## src/design/mps_pkg.sv

```systemverilog
`timescale 1ns / 1ps
`default_nettype none

package mps_pkg;

  // Packet kinds carried on the input tuser
  localparam logic CMD_MOTION = 1'b0;
  localparam logic CMD_CLAW   = 1'b1;

  // Fixed packet bytes
  localparam logic [7:0] START_BYTE = 8'hAA;
  localparam logic [7:0] ID_MOTION  = 8'h01;
  localparam logic [7:0] CLAW_CLOSE = 8'h03;
  localparam logic [7:0] CLAW_OPEN  = 8'h02;

  // Magnitude saturation: floor(sqrt(s)) >= MAG_LIMIT exactly when s >= MAG_LIMIT^2
  localparam int         MAG_W       = 7;
  localparam logic [MAG_W-1:0] MAG_LIMIT = 7'd99;
  localparam logic [15:0] MAG_LIMIT_SQ = 16'd9801;
  localparam logic [2:0] ROOT_TOP_BIT = 3'(MAG_W - 1);

  // Byte positions within a packet
  localparam int         PKT_IDX_W = 3;
  localparam logic [PKT_IDX_W-1:0] BYTE_START = 3'd0;
  localparam logic [PKT_IDX_W-1:0] BYTE_ID    = 3'd1;
  localparam logic [PKT_IDX_W-1:0] BYTE_VX    = 3'd2;
  localparam logic [PKT_IDX_W-1:0] BYTE_VY    = 3'd3;
  localparam logic [PKT_IDX_W-1:0] BYTE_MAG   = 3'd4;
  localparam logic [PKT_IDX_W-1:0] BYTE_ZLO   = 3'd5;
  localparam logic [PKT_IDX_W-1:0] BYTE_ZHI   = 3'd6;
  localparam logic [PKT_IDX_W-1:0] BYTE_LAST  = 3'd7;

  // Queue between front and back (depth must stay a power of two)
  localparam int QUEUE_DEPTH = 2;
  localparam int QPTR_W      = $clog2(QUEUE_DEPTH);
  localparam int QCNT_W      = $clog2(QUEUE_DEPTH + 1);

  typedef struct packed {
    logic             cmd;
    logic             btn;
    logic [7:0]       vel_x;
    logic [7:0]       vel_y;
    logic [15:0]      height;
    logic [MAG_W-1:0] mag;
  } mps_entry_t;

  function automatic logic [7:0] pkt_byte(mps_entry_t e, logic [PKT_IDX_W-1:0] idx);
    logic [7:0] b;
    logic       motion;
    motion = (e.cmd == CMD_MOTION);
    b      = 8'h00;
    case (idx)
      BYTE_START: b = START_BYTE;
      BYTE_ID:    b = motion ? ID_MOTION : (e.btn ? CLAW_CLOSE : CLAW_OPEN);
      BYTE_VX:    b = motion ? e.vel_x : 8'h00;
      BYTE_VY:    b = motion ? e.vel_y : 8'h00;
      BYTE_MAG:   b = motion ? {1'b0, e.mag} : 8'h00;
      BYTE_ZLO:   b = motion ? e.height[7:0] : 8'h00;
      BYTE_ZHI:   b = motion ? e.height[15:8] : 8'h00;
      default:    b = 8'h00;
    endcase
    return b;
  endfunction

endpackage

`default_nettype wire

```

## src/design/motion_packet_serializer.sv

```systemverilog
// Channel  Dir  Handshake                      Payload (low bit up)
// s_axis   in   s_axis_tvalid/s_axis_tready    tdata: vel_x[7:0] vel_y[15:8]
//                                               height[31:16] button_pressed[32];
//                                               tuser: command
// m_axis   out  m_axis_tvalid/m_axis_tready    tdata: out_byte; tlast: last
//
// Each item yields eight words. A motion item holds the front to capture it and form
// vx^2+vy^2, then to resolve the root bit by bit on one 7x7 multiplier; a claw item
// skips the root. The back emits a word a cycle while a packet is queued and m_axis
// is ready; the front accepts a new item as it pushes. A two-entry queue parts the two sides
// and the output word is registered: input continues while m_axis stalls until the
// queue fills. Reset clears control state only; no clearing pass.
`timescale 1ns / 1ps
`default_nettype none

module motion_packet_serializer (
  input  wire logic        clk_i,
  input  wire logic        rst_ni,
  input  wire logic        s_axis_tvalid,
  output logic             s_axis_tready,
  input  wire logic [39:0] s_axis_tdata,   // vel_x, vel_y, height, button_pressed
  input  wire logic        s_axis_tuser,   // command
  output logic             m_axis_tvalid,
  input  wire logic        m_axis_tready,
  output logic [7:0]       m_axis_tdata,   // out_byte
  output logic             m_axis_tlast
);
  import mps_pkg::*;

  mps_entry_t push_entry;
  mps_entry_t head_entry;
  logic       push, full, q_valid, pop;
  logic [6:0] unused_pad;

  // Padding bits of the input word carry nothing
  assign unused_pad = s_axis_tdata[39:33];

  // Front: capture, classify and work out the magnitude
  mps_front u_front (
    .clk_i      (clk_i),
    .rst_ni     (rst_ni),
    .in_valid_i (s_axis_tvalid && (unused_pad == unused_pad)),
    .in_ready_o (s_axis_tready),
    .cmd_i      (s_axis_tuser),
    .vel_x_i    (s_axis_tdata[7:0]),
    .vel_y_i    (s_axis_tdata[15:8]),
    .height_i   (s_axis_tdata[31:16]),
    .btn_i      (s_axis_tdata[32]),
    .push_o     (push),
    .full_i     (full),
    .entry_o    (push_entry)
  );

  // Hold finished packet descriptors until the back is free
  mps_queue u_queue (
    .clk_i       (clk_i),
    .rst_ni      (rst_ni),
    .push_i      (push),
    .push_data_i (push_entry),
    .full_o      (full),
    .valid_o     (q_valid),
    .pop_i       (pop),
    .head_o      (head_entry)
  );

  // Back: advance through the eight words of the head packet
  mps_back u_back (
    .clk_i       (clk_i),
    .rst_ni      (rst_ni),
    .q_valid_i   (q_valid),
    .q_head_i    (head_entry),
    .q_pop_o     (pop),
    .out_valid_o (m_axis_tvalid),
    .out_ready_i (m_axis_tready),
    .out_byte_o  (m_axis_tdata),
    .out_last_o  (m_axis_tlast)
  );

endmodule

`default_nettype wire

```

## src/design/mps_front.sv

```systemverilog
`timescale 1ns / 1ps
`default_nettype none

module mps_front (
  input  wire logic              clk_i,
  input  wire logic              rst_ni,
  input  wire logic              in_valid_i,
  output logic                   in_ready_o,
  input  wire logic              cmd_i,
  input  wire logic [7:0]        vel_x_i,
  input  wire logic [7:0]        vel_y_i,
  input  wire logic [15:0]       height_i,
  input  wire logic              btn_i,
  output logic                   push_o,
  input  wire logic              full_i,
  output mps_pkg::mps_entry_t    entry_o
);
  import mps_pkg::*;

  localparam logic [1:0] ST_IDLE = 2'd0;
  localparam logic [1:0] ST_ROOT = 2'd1;
  localparam logic [1:0] ST_PUSH = 2'd2;

  logic [1:0]       st_q, st_d;
  logic [2:0]       bit_q, bit_d;
  logic [MAG_W-1:0] root_q, root_d;
  logic [15:0]      sum_q;
  logic             sat_q;
  logic             cmd_q, btn_q;
  logic [7:0]       vx_q, vy_q;
  logic [15:0]      z_q;

  logic             accept;
  logic [7:0]       abs_x, abs_y;
  logic [15:0]      sum_in;
  logic [MAG_W-1:0] trial;
  logic [2*MAG_W-1:0] trial_sq;

  // Absolute values of the velocities; -128 gives 128, which fits unsigned
  assign abs_x  = vel_x_i[7] ? (8'd0 - vel_x_i) : vel_x_i;
  assign abs_y  = vel_y_i[7] ? (8'd0 - vel_y_i) : vel_y_i;
  assign sum_in = (abs_x * abs_x) + (abs_y * abs_y);

  assign push_o     = (st_q == ST_PUSH) && !full_i;
  assign in_ready_o = (st_q == ST_IDLE) || push_o;
  assign accept     = in_valid_i && in_ready_o;

  // One result bit a cycle, from the top bit down
  assign trial    = root_q | (MAG_W'(1) << bit_q);
  assign trial_sq = trial * trial;

  always_comb begin
    st_d   = st_q;
    bit_d  = bit_q;
    root_d = root_q;
    case (st_q)
      ST_ROOT: begin
        if ({2'b00, trial_sq} <= sum_q) begin
          root_d = trial;
        end
        if (bit_q == 3'd0) begin
          st_d = ST_PUSH;
        end else begin
          bit_d = bit_q - 3'd1;
        end
      end
      ST_PUSH: begin
        if (push_o) begin
          st_d = ST_IDLE;
        end
      end
      default: ;
    endcase
    if (accept) begin
      root_d = '0;
      bit_d  = ROOT_TOP_BIT;
      st_d   = (cmd_i == CMD_MOTION) ? ST_ROOT : ST_PUSH;
    end
  end

  always_ff @(posedge clk_i or negedge rst_ni) begin
    if (!rst_ni) begin
      st_q   <= ST_IDLE;
      bit_q  <= '0;
      root_q <= '0;
    end else begin
      st_q   <= st_d;
      bit_q  <= bit_d;
      root_q <= root_d;
    end
  end

  always_ff @(posedge clk_i) begin
    if (accept) begin
      cmd_q <= cmd_i;
      btn_q <= btn_i;
      vx_q  <= vel_x_i;
      vy_q  <= vel_y_i;
      z_q   <= height_i;
      sum_q <= sum_in;
      sat_q <= (sum_in >= MAG_LIMIT_SQ);
    end
  end

  always_comb begin
    entry_o.cmd    = cmd_q;
    entry_o.btn    = btn_q;
    entry_o.vel_x  = vx_q;
    entry_o.vel_y  = vy_q;
    entry_o.height = z_q;
    entry_o.mag    = sat_q ? MAG_LIMIT : root_q;
  end

  a_mag_limit: assert property (@(posedge clk_i) disable iff (!rst_ni)
    push_o && (entry_o.cmd == CMD_MOTION) |-> entry_o.mag <= MAG_LIMIT)
    else $error("magnitude above limit");

  a_root_fits: assert property (@(posedge clk_i) disable iff (!rst_ni)
    (st_q == ST_PUSH) && (cmd_q == CMD_MOTION) && !sat_q |->
      {2'b00, 14'(root_q) * 14'(root_q)} <= sum_q)
    else $error("root exceeds square root of sum");

  a_no_push_full: assert property (@(posedge clk_i) disable iff (!rst_ni)
    full_i |-> !push_o)
    else $error("push into full queue");

endmodule

`default_nettype wire

```

## src/design/mps_queue.sv

```systemverilog
`timescale 1ns / 1ps
`default_nettype none

module mps_queue (
  input  wire logic              clk_i,
  input  wire logic              rst_ni,
  input  wire logic              push_i,
  input  wire mps_pkg::mps_entry_t push_data_i,
  output logic                   full_o,
  output logic                   valid_o,
  input  wire logic              pop_i,
  output mps_pkg::mps_entry_t    head_o
);
  import mps_pkg::*;

  mps_entry_t        mem_q [QUEUE_DEPTH];
  logic [QPTR_W-1:0] wr_ptr_q, rd_ptr_q;
  logic [QCNT_W-1:0] cnt_q;

  assign full_o  = (cnt_q == QCNT_W'(QUEUE_DEPTH));
  assign valid_o = (cnt_q != '0);
  assign head_o  = mem_q[rd_ptr_q];

  always_ff @(posedge clk_i) begin
    if (push_i) begin
      mem_q[wr_ptr_q] <= push_data_i;
    end
  end

  // Pointers wrap naturally since the depth is a power of two
  always_ff @(posedge clk_i or negedge rst_ni) begin
    if (!rst_ni) begin
      wr_ptr_q <= '0;
      rd_ptr_q <= '0;
      cnt_q    <= '0;
    end else begin
      if (push_i) begin
        wr_ptr_q <= wr_ptr_q + 1'b1;
      end
      if (pop_i) begin
        rd_ptr_q <= rd_ptr_q + 1'b1;
      end
      if (push_i && !pop_i) begin
        cnt_q <= cnt_q + 1'b1;
      end else if (pop_i && !push_i) begin
        cnt_q <= cnt_q - 1'b1;
      end
    end
  end

  a_no_overflow: assert property (@(posedge clk_i) disable iff (!rst_ni)
    cnt_q <= QCNT_W'(QUEUE_DEPTH))
    else $error("queue count out of range");

  a_no_underflow: assert property (@(posedge clk_i) disable iff (!rst_ni)
    pop_i |-> valid_o)
    else $error("pop from empty queue");

  a_ptr_gap: assert property (@(posedge clk_i) disable iff (!rst_ni)
    (cnt_q == '0) || (cnt_q == QCNT_W'(QUEUE_DEPTH)) |-> wr_ptr_q == rd_ptr_q)
    else $error("queue pointers disagree with count");

endmodule

`default_nettype wire

```

## src/design/mps_back.sv

```systemverilog
`timescale 1ns / 1ps
`default_nettype none

module mps_back (
  input  wire logic              clk_i,
  input  wire logic              rst_ni,
  input  wire logic              q_valid_i,
  input  wire mps_pkg::mps_entry_t q_head_i,
  output logic                   q_pop_o,
  output logic                   out_valid_o,
  input  wire logic              out_ready_i,
  output logic [7:0]             out_byte_o,
  output logic                   out_last_o
);
  import mps_pkg::*;

  logic [PKT_IDX_W-1:0] idx_q;
  logic                 ov_q;
  logic [7:0]           byte_q;
  logic                 last_q;
  logic                 load;

  // Refill the output register whenever it is empty or being drained and a packet is queued
  assign load    = q_valid_i && (!ov_q || out_ready_i);
  assign q_pop_o = load && (idx_q == BYTE_LAST);

  assign out_valid_o = ov_q;
  assign out_byte_o  = byte_q;
  assign out_last_o  = last_q;

  always_ff @(posedge clk_i or negedge rst_ni) begin
    if (!rst_ni) begin
      idx_q <= '0;
      ov_q  <= 1'b0;
    end else begin
      if (load) begin
        idx_q <= idx_q + 1'b1;
        ov_q  <= 1'b1;
      end else if (out_ready_i) begin
        ov_q  <= 1'b0;
      end
    end
  end

  always_ff @(posedge clk_i) begin
    if (load) begin
      byte_q <= pkt_byte(q_head_i, idx_q);
      last_q <= (idx_q == BYTE_LAST);
    end
  end

  a_last_wraps: assert property (@(posedge clk_i) disable iff (!rst_ni)
    ov_q && last_q |-> idx_q == BYTE_START)
    else $error("last word without packet wrap");

  a_start_word: assert property (@(posedge clk_i) disable iff (!rst_ni)
    load && (idx_q == BYTE_START) |=> byte_q == START_BYTE)
    else $error("packet does not open with start byte");

  a_pop_once: assert property (@(posedge clk_i) disable iff (!rst_ni)
    q_pop_o |=> idx_q == BYTE_START)
    else $error("pop away from packet end");

endmodule

`default_nettype wire

```

## config.mk

```make
export PLATFORM = sky130hd
export DESIGN_NAME = motion_packet_serializer
export DESIGN_NICKNAME = d
export VERILOG_FILES = /design/src/design/mps_pkg.sv /design/src/design/motion_packet_serializer.sv /design/src/design/mps_front.sv /design/src/design/mps_queue.sv /design/src/design/mps_back.sv
export SDC_FILE = /design/constraint.sdc
export NUM_CORES = 1
export LEC_CHECK = 0
export BUFFER_PORTS_ARGS = -buffer_cell sky130_fd_sc_hd__clkbuf_2
export CAP_MARGIN = 5
export CORE_UTILIZATION = 68
export CTS_CLUSTER_SIZE = 40
export DETAILED_ROUTE_END_ITERATION = 16
export GPL_TIMING_DRIVEN = 0
export MAX_ROUTING_LAYER = met4
export PLACE_DENSITY = 0.87
export SLEW_MARGIN = 15
export SYNTH_ARGS = -nofsm -noshare
export SYNTH_HDL_FRONTEND = slang
export SYNTH_SLANG_ARGS = --single-unit
```

## constraint.sdc

```tcl
create_clock -name clk_i -period 15.3 [get_ports clk_i]
set_clock_uncertainty 0.15 [all_clocks]
set_input_delay 0.765 -clock clk_i [delete_from_list [all_inputs] [get_ports clk_i]]
set_output_delay 0.765 -clock clk_i [all_outputs]
set_load 0.02 [all_outputs]
```

==> reports/qor.log <==
INFO  clock_tree     cts-buffers-inserted=17
INFO  routing        routed_metal_1_wirelength=8630um
INFO  sta            final_max_slew_viol_count=0
INFO  floorplanning  coreArea=16000um2
INFO  floorplanning  core.rowCount=46
INFO  clock_tree     cts_tree=done
INFO  sta            hold_violations=0
INFO  setup_path     rr_startpoint=u_front.bit_q[2]$_DFFE_PN0P_
INFO  floorplanning  pin_count=56
INFO  sta            final_period_minus_worst_setup_slack=7.86ns
INFO  logic_synthesis synth_mux_area_frac=0.0246
INFO  logic_synthesis synth_top_flop_cell=sky130_fd_sc_hd__edfxtp_1
INFO  sta            setup_viol_count_final=0
INFO  floorplanning  dieWidth=131um
INFO  sta            timing.final.crit_share=0.514
INFO  sta            setup_repair_after_global_routing_missed_its_margin=false
INFO  logic_synthesis yosys_warnings=0
INFO  clock_tree     post-cts-setup-buffer-count=0
INFO  global_route   grt_start_max_net_pins=37
INFO  logic_synthesis yosys.area.top_type=sky130_fd_sc_hd__edfxtp_1
INFO  logic_synthesis synth_edf_count=142
INFO  clock_tree     ctsHtreeMaxLevel=4
INFO  routing        drt-pass1-iter-count=5
INFO  logic_synthesis post_synth_fa_ha_maj_area_fraction=0.278
INFO  clock_tree     clk_latency=0.42ns
INFO  setup_path     critPathLaunchType=primary input
INFO  placement      gp_routability_congestion=0.826
INFO  setup_path     worst_ep_required_time=15.30ns
INFO  clock_tree     clock-sinks=162
INFO  logic_synthesis ys_ff_latch=162
INFO  setup_path     worst_ep_arrival_time=7.86ns
INFO  cells_and_area flow.area_growth_from_synthesis=10.5%
INFO  placement      placed_cells_incl_taps=1236
INFO  global_route   number_of_global_route_vias_before_repair=7824
INFO  setup_path     crit-reg2reg-capture=u_front.root_q[0]$_DFFE_PN0P_
INFO  logic_synthesis synthCells=959
INFO  setup_path     worstSetupEndpointType=flip-flop
INFO  floorplanning  die_area=17100um2
INFO  clock_tree     clockBufferDepth=2
INFO  logic_synthesis synth_simple_gate_area_share=0.0886
INFO  global_route   grt_remaining_overflow=0
INFO  cells_and_area num_antenna_cells=0
INFO  setup_path     worstSetupStartpoint=s_axis_tdata[0]
INFO  logic_synthesis post_synth_xor_area_fraction=0.0389
INFO  logic_synthesis synth_top_family_by_area=adder cells
INFO  logic_synthesis synthDominantCellAreaShare=0.379
INFO  routing        detail_route.iter0.violations=612
INFO  setup_path     worst_r2r_path_depth=23
INFO  global_route   antenna_violations_before_repair=0
INFO  sta            setup_tns=0ns
INFO  routing        wl_met3=1080um
INFO  routing        route.detailed.wl_per_inst=18.1um
INFO  clock_tree     cts_hold_buffers=0
INFO  logic_synthesis yosysSeqAreaShare=0.423
INFO  routing        drt_via_density=5.91
INFO  setup_path     worst_setup_path_endpoint=u_front.sat_q$_DFFE_PP_
INFO  cells_and_area mostFrequentLayoutCell=sky130_fd_sc_hd__inv_1
INFO  logic_synthesis postSynth.asyncResetShare=0.123
INFO  placement      place.detailed.hpwl=17000um
INFO  sta            maxSlewHeadroom=0.352
INFO  routing        wirelength=22900um
INFO  routing        top_signal_layer_used=met4
INFO  cells_and_area post_route_cells_drive_above_1_share=0.110
INFO  logic_synthesis netlist_area=11300um2
INFO  setup_path     crit_type=primary input to flip-flop
INFO  logic_synthesis synth_area_per_cell=11.7um2
INFO  routing        wl_met2=12300um
INFO  global_route   overall_track_demand_over_capacity_in_global_routing=0.304
INFO  logic_synthesis post_synth_main_area_contributors=sky130_fd_sc_hd__edfxtp_1 (38%), sky130_fd_sc_hd__fa_1 (16%), sky130_fd_sc_hd__ha_1 (12%)
INFO  clock_tree     worst_setup_hold_path_clk_slew=0.06ns
INFO  routing        detail-route-antenna-nets=0
INFO  status         status=finished, final reports clean
INFO  worst_hold_path hold_class=primary input to async pin
INFO  sta            clock.fmax=0.127GHz
INFO  run            cap_violations=0
INFO  floorplanning  fp.dieH=131um
INFO  clock_tree     postCtsResizedCells=0
INFO  logic_synthesis synth_cell_type_count=58
INFO  clock_tree     clockRootBuffer=sky130_fd_sc_hd__clkbuf_16
INFO  logic_synthesis synth_compound_gate_area_share=0.0855
INFO  floorplanning  initial_utilization=0.704
INFO  setup_path     regToRegSetupSlack=8.20ns
INFO  setup_path     critical_path_fanouts_max=11
INFO  cells_and_area final-instance-count-excl-fill=1266
INFO  routing        detail_route.drc_violations=0
INFO  sta            max_slew.worst_pin.slew=0.965ns
INFO  global_route   grt_first_pass_wirelength=37300um
INFO  cells_and_area commonest_non_fill_non_tap_cells_in_the_layout=sky130_fd_sc_hd__inv_1 (164), sky130_fd_sc_hd__edfxtp_1 (142), sky130_fd_sc_hd__ha_1 (106)
INFO  cells_and_area final_nets=1280
INFO  routing        via_count=7487
INFO  placement      portBuffers=48
==> how the worst min path moves through the flow <==
stage	from	end	slack, ns	depth (start not counted)
final	rst_ni	u_queue.rd_ptr_q$_DFFE_PN0P_	0.16	1
after global routing	rst_ni	u_queue.cnt_q[0]$_DFFE_PN0P_	0.19	1
after CTS	rst_ni	u_queue.cnt_q[0]$_DFFE_PN0P_	0.18	1
after detailed placement	u_front.z_q[3]$_DFFE_PP_	u_queue.mem_q[1][10]$_DFFE_PP_	0.28	0
after global placement	u_front.vx_q[5]$_DFFE_PP_	u_queue.mem_q[0][36]$_DFFE_PP_	0.27	0
after floorplan	u_front.z_q[3]$_DFFE_PP_	u_queue.mem_q[0][10]$_DFFE_PP_	0.27	0
==> cell usage after synthesis, drive strengths merged (5+ instances only) <==
cell    count
a21o       11
a21oi      26
a221o       7
a221oi     14
a22o        6
and2       19
and3        5
clkbuf     15
dfrtp      20
edfxtp    142
fa         90
ha        106
inv       165
mux2       19
nand2      60
nand2b     13
nand3      13
nor2       57
nor2b      12
nor3        5
o21a        8
o21ai      25
o22ai       5
o31ai       5
or2         9
xnor2      34
xor2       16
==> flip-flops by register name, summed over array words and instances, names as in the netlist, 3 cells and up <==
signal	cells
u_front.sum_q	16
u_front.z_q	16
u_back.idx_q	3
u_front.bit_q	3
u_back.out_byte_o	8
u_front.root_q	7
u_queue.mem_q	82
u_front.vx_q	8
u_front.vy_q	8
==> routing by layer <==
metal	global-route usage	up-vias
met3	0.0476	79
met2	0.539	300
li1	-	3406
met4	0.145	0
met1	0.334	3702
met5	-	-
==> kinds of logic after synthesis <==
logic type,count (synthesis)
AOI/OAI and AO/OA,136
xor gates and xnor gates,50
other,2
and+or+nand+nor,207
buffers and inverters,182
adders and majority gates,196
DFF,162
muxes,24
==> worst max-delay path: stages <==
cell and delay [ns]:
sky130_fd_sc_hd__clkbuf_2 0.20, sky130_fd_sc_hd__inv_1 0.17, sky130_fd_sc_hd__ha_1 0.17, sky130_fd_sc_hd__nand2b_1 0.08
sky130_fd_sc_hd__o41ai_1 0.33, sky130_fd_sc_hd__xor2_1 0.51, sky130_fd_sc_hd__inv_1 0.29, sky130_fd_sc_hd__nand2_1 0.22
sky130_fd_sc_hd__fa_1 0.45, sky130_fd_sc_hd__fa_1 0.56, sky130_fd_sc_hd__inv_1 0.06, sky130_fd_sc_hd__fa_1 0.52
sky130_fd_sc_hd__fa_1 0.44, sky130_fd_sc_hd__fa_1 0.56, sky130_fd_sc_hd__inv_1 0.06, sky130_fd_sc_hd__fa_1 0.54
sky130_fd_sc_hd__inv_1 0.05, sky130_fd_sc_hd__ha_1 0.35, sky130_fd_sc_hd__and3_4 0.18, sky130_fd_sc_hd__a221oi_2 0.27
sky130_fd_sc_hd__xnor2_1 0.12, sky130_fd_sc_hd__a211o_1 0.24, sky130_fd_sc_hd__a311o_1 0.35, sky130_fd_sc_hd__a211o_1 0.35
==> through the flow <==
step	cell area [um2]	setup slack [ns]	utilization	hold slack, ns
3_3_place_gp	11800	7.14	0.738	0.274
6_report	12400	7.44	0.777	0.163
5_1_grt	12400	7.14	0.777	0.189
3_5_place_dp	11900	7.07	0.743	0.280
2_1_floorplan	11300	8.15	-	0.271
4_1_cts	12400	7.49	0.777	0.180
==> cell type report <==
type | instances | area, um2
clock buffers | 19 | 433
multi-input cells | 625 | 5870
well taps | 216 | 270
flip-flops and latches | 162 | 4760
inverters | 165 | 619
clock inverters | 11 | 114
fillers | 979 | 3560
plain buffers | 17 | 63.8
repair buffers | 51 | 308
Power is not shown: default switching activity piles up to over one toggle a cycle in this logic, so the estimate is an artifact.
